`src/rtl/core/hadf_pkg.sv`:
```
`timescale 1ns / 1ps
package hadf_pkg;

  localparam int unsigned DefCapacity = 256;
  localparam int unsigned HW = 9;

  typedef enum logic [2:0] {
    OP_ALLOC = 3'd0,
    OP_FREE  = 3'd1,
    OP_CLEAN = 3'd2,
    OP_NEXT  = 3'd3,
    OP_DEAD  = 3'd4
  } op_e;

  typedef enum logic [1:0] {
    ST_OK   = 2'd0,
    ST_FULL = 2'd1,
    ST_BAD  = 2'd2
  } status_e;

  typedef struct packed {
    logic [2:0]    operation;
    logic [HW-1:0] handle;
  } req_t;

  typedef struct packed {
    logic [HW-1:0] result_handle;
    logic          is_dead;
    logic [HW-1:0] reclaimed;
    logic [1:0]    status;
  } rsp_t;

  typedef enum logic [3:0] {
    S_IDLE,
    S_ALLOC_RD,
    S_ALLOC_WR,
    S_FREE_RD,
    S_CLEAN_RD,
    S_CLEAN_LINK,
    S_CLEAN_WR,
    S_NEXT_RD,
    S_NEXT_CHK,
    S_DEAD_RD,
    S_DONE
  } state_e;

  // Memory write bundle from the sequencer to the link store.
  typedef struct packed {
    logic          dead_we;
    logic [HW-1:0] dead_addr;
    logic          dead_val;
    logic          next_we;
    logic [HW-1:0] next_addr;
    logic [HW-1:0] next_val;
    logic          prev_we;
    logic [HW-1:0] prev_addr;
    logic [HW-1:0] prev_val;
  } mem_wr_t;

endpackage

```
`src/rtl/core/hadf_list_mem.sv`:
```
`timescale 1ns / 1ps
module hadf_list_mem
  import hadf_pkg::*;
#(
  parameter int unsigned Capacity = DefCapacity
) (
  input  logic          clk_i,
  input  logic          we_i,
  input  logic [HW-1:0] waddr_i,
  input  logic [HW-1:0] wdata_i,
  input  logic [HW-1:0] raddr_i,
  output logic [HW-1:0] rdata_o
);

  localparam int unsigned AW = $clog2(Capacity);

  logic [HW-1:0] mem [Capacity];

  always_ff @(posedge clk_i) begin
    if (we_i) mem[waddr_i[AW-1:0]] <= wdata_i;
    rdata_o <= mem[raddr_i[AW-1:0]];
  end

endmodule

```
`config.mk`:
```
export PLATFORM = sky130hd
export DESIGN_NAME = hadf_list_mem
export DESIGN_NICKNAME = d
export VERILOG_FILES = /design/src/rtl/core/hadf_pkg.sv /design/src/rtl/core/hadf_list_mem.sv
export SDC_FILE = /design/constraint.sdc
export NUM_CORES = 2
export LEC_CHECK = 0
export BUFFER_PORTS_ARGS = -buffer_cell sky130_fd_sc_hd__buf_2
export CAP_MARGIN = 25
export CORE_ASPECT_RATIO = 0.5
export CORE_MARGIN = 2
export CORE_UTILIZATION = 55
export CTS_CLUSTER_DIAMETER = 40
export DETAILED_ROUTE_END_ITERATION = 7
export PLACE_DENSITY_LB_ADDON = 0.1
export RECOVER_POWER = 25
export SYNTH_ARGS = -nofsm -noshare
export SYNTH_HDL_FRONTEND = slang
export SYNTH_SLANG_ARGS = --single-unit
```
`constraint.sdc`:
```
create_clock -name clk_i -period 2.6 [get_ports clk_i]
set_clock_uncertainty 0.1 [all_clocks]
set_input_delay 0.39 -clock clk_i [delete_from_list [all_inputs] [get_ports clk_i]]
set_output_delay 0.39 -clock clk_i [all_outputs]
set_load 0.1 [all_outputs]
```
Word-level counts from Yosys, hierarchy flattened
Memory sizes are Yosys's and may differ from the RTL's. A register that Yosys moved wholly into a read port is not among the register bits.
Index checks and enable logic that the tools add are counted.
Word-level totals
  register bits: 0
  bits in writable memories: 2304
  input port bits: 29
  output and inout port bits: 9
  logic and storage cells: 3
  memories kept: 1
Operators by class
  muxes and demuxes: 2
Memories
  mem: words 256, bits a word 9, rd ports 1, clocked after memory_dff 1, wr ports 1, RTL line hadf_list_mem.sv:17  | logic [HW-1:0] mem [Capacity];
Operator list (number)
  2-to-1 mux 1 bit: 2

Longest topological paths before layout
  depth after elaboration: 2
  gate-level depth with buffers: 11
  mapped depth without buffers: 6

Worst setup path before layout
OpenSTA, ideal clock, no wires.
  kind: input-to-reg
  from: in waddr_i[3]
  to: mem mem[235][0] (enable)
  setup time: 0.374 ns
  arrival time: 1.877 ns
  data required time: 2.126 ns
  slack: 0.249 ns
  stages: 6
  path through: clkbuf_1 -> nor2b_1 -> clkbuf_1 -> nand4_1 -> clkbuf_1 -> nor2_1
RTL lines
  start, declared: RTL line hadf_list_mem.sv:9  | input logic [HW-1:0] waddr_i,
  end, declared: RTL line hadf_list_mem.sv:17
No word-level cell before the write port.

==> results.cfg <==
[setup_path]
max_stage_delay_ns = 0.67
crit_path_end_kind = register
r2r_cells = 7
critPathBufInv = 4
crit_start = raddr_i[0]
critical_path.endpoint = rdata_o[6]$_DFF_P_
crit_cells = 9
r2r_slack_ns = 0.03
worstPathArrival_ns = 3.19
start_kind = input port
crit_type = input port to register
cp_top_family = buffers and inverters
cp.required_ns = 3.17
r2r_start = mem[12][6]$_DFFE_PP_
path_cells = buf_8 -> buf_12 -> buf_12 -> buf_6 -> mux4_2 -> a22oi_1 -> a21oi_1 -> nor4_4 -> nor4_1
critPathSlowestCell = nor4_4
cp_common_cell = buf_12
r2r-end = rdata_o[6]$_DFF_P_
path_max_fanout = 17

[clock_network]
htreeDepth = 4
clk_pin_slew_ns = 0.07
cts.sinks = 2313
clk_latency_ns = 0.85
clk_path_buf_depth = 4
tritoncts = yes
root_buffer = clkbuf_16
numCtsBuffers = 204

[synth]
synthArstFlopShare = 0
yosys.area.top_type_share = 0.775
synth_area_leader_cell = edfxtp_1
synth_cell_types = 57
synth_edf_count = 2304
syn_area_per_cell_um2 = 21.1
syn-num-nets = 4266
synth_ff_type = edfxtp_1
yosysWarningCount = 0
ys_ff_latch = 2313
yosysSeqAreaShare = 0.777
postSynthCellCount = 4237
synth_area_leaders = edfxtp_1 77%, mux4_2 12%, mux2i_1 2.0%
syn-cell-area_mm2 = 0.0893

[routing]
drt_iter0_markers = 7348
drt-vias-per-instance = 6.38
postRouteAntennaNets = 0
drcViolationCount = 0
dr.pass1.iters = 5
routed_wl_um = 234000
wire_per_inst_um = 31.9
via_count = 46800

[timing]
final.setup.tns_ns = -0.0228
tightest_slew_ns = 2.90
maxSlewViolCount = 271
period_minus_slack_ns = 2.62
setup_ws_ns = -0.0228
hold_viol = 0
slew_headroom = -0.933
post-route-period-util = 1.01
max_freq_mhz = 381
setup_viol = 1
rsz0062_at_grt = true

[placement]
portBuffers = 35
preCtsSetupSlack_ns = -1.10
dp_hpwl_um = 155000
post_dp_cell_area_mm2 = 0.0978
gp_congestion = 0.916

[power]
p_leak_nw = 33.9
worst_ir_drop_vdd_mv = 0.630
power_w = 0.0753
p_per_area_mw_per_mm2 = 724

[finish]
layout-drive-gt1-share = 0.310
final_common_cell = edfxtp_1
fin_area_mm2 = 0.104
layout_common_cells = 2304 x edfxtp_1, 676 x buf_4, 467 x mux4_2, 303 x nor2_1, 207 x clkbuf_16
fillers = 10900
nets = 5032
final_util = 0.646
syn2layout_area_growth_pct = 16.5

[global_route]
use_met3 = 0.0722
gr-total-overflow = 0
antenna_found_initial = 22
busiest_layer = met1
grt_pass1_vias = 46300
met2_usage = 0.418
grt_usage = 0.283
grt_max_degree = 96
grt_pass1_wl_um = 334000
gr-usage-met1 = 0.429

[run_status]
status = finished with violations
violations = max-capacitance violations, max-slew violations, negative setup slack

[floorplanning]
start_util = 0.554
dieArea_mm2 = 0.166
die_x_um = 574
dieHeight_um = 289
io_pins = 38
core_region_area_mm2 = 0.161
rows = 104

[run]
maxCapViolCount = 4

[hold_path]
hold_class = input port to register
[synth_stat cells, drive strengths merged (2+ instances only)]
library cell     n
nand3           31
nor2           305
and2             2
a311oi           3
o32a             2
o21ai           36
o31a             8
nor4            27
mux2            21
nor3b            4
a21oi           98
clkbuf         120
a32oi            3
o32ai            3
nor2b           28
or2              6
dfxtp            9
mux2i          177
a221oi          11
and3b            4
a31oi           10
o22ai           65
a211oi          26
nand3b           3
edfxtp        2304
nand2           40
a22o             8
nand4           11
buf            139
and3             3
o221ai          36
nand2b           9
a22oi          174
mux4           476
nor3            21
a211o            3
[worst min-delay path: stages]
cell	delay [ns]
buf_2	0.16
nand3_1	0.31
nor2_1	0.11
[what timing repair did]
item	CTS	global route
pin swaps	0	3
gates resized for setup	9	11
hold buffers	5	0
hold endpoints to repair	209	0
setup buffers	0	0
setup endpoints to repair	6	6
[per-layer routing]
metal  part of all wire  up-vias
met4              0.025        4
met2               0.45     2499
met5            0.00012        -
li1                   -    19300
met1               0.41    24600
met3               0.12      361
[stage by stage]
step / instances / hold WS, ns
4_1_cts: 7326 / 0.00851
6_report: 7331 / 0.237
3_3_place_gp: 6962 / 0.676
3_5_place_dp: 6965 / 0.696
2_1_floorplan: 4237 / 0.389
5_1_grt: 7329 / 0.213
[where the power goes]
part	internal [W]	switching (W)
combinational	0.00169	0.00291
sequential	0.0411	0.0000973
clock	0.0163	0.0132
total	0.0591	0.0162
[flip-flops by register name (all words and copies together) (netlist names)]
name and flops:
mem 2304, rdata_o 9
[worst min path at each step]
stage                     from               endpoint  slack, ns  depth (start not counted)
finish              waddr_i[1]  mem[167][8]$_DFFE_PP_       0.24                          3
global route        waddr_i[1]  mem[167][8]$_DFFE_PP_       0.21                          3
CTS                 wdata_i[0]  mem[246][0]$_DFFE_PP_      0.009                          1
detailed placement  wdata_i[7]  mem[151][7]$_DFFE_PP_       0.70                          1
global placement    wdata_i[7]  mem[154][7]$_DFFE_PP_       0.68                          1
floorplan           wdata_i[0]    mem[0][0]$_DFFE_PP_       0.39                          0
[cells by family (layout without fill, tap and decap cells)]
family,Yosys count,count (layout),synth area share
DFF,2313,2313,0.777
and+or+nand+nor,500,500,0.0250
muxes,674,674,0.143
buffers and inverters,261,1177,0.0175
other,0,5,0
AOI/OAI and AO/OA,489,489,0.0375
[layout make-up]
cell class	instances	area, um^2	share of cell area
multi-input cells	1663	18500	0.178
well taps	2173	2720	0.0261
inverters	2	7.51	0.0000722
repair buffers	819	7070	0.0680
diodes	5	12.5	0.000120
clock inverters	105	971	0.00933
clock buffers	251	5380	0.0517
flip-flops and latches	2313	69400	0.667
(Power assumes the default switching activity.)
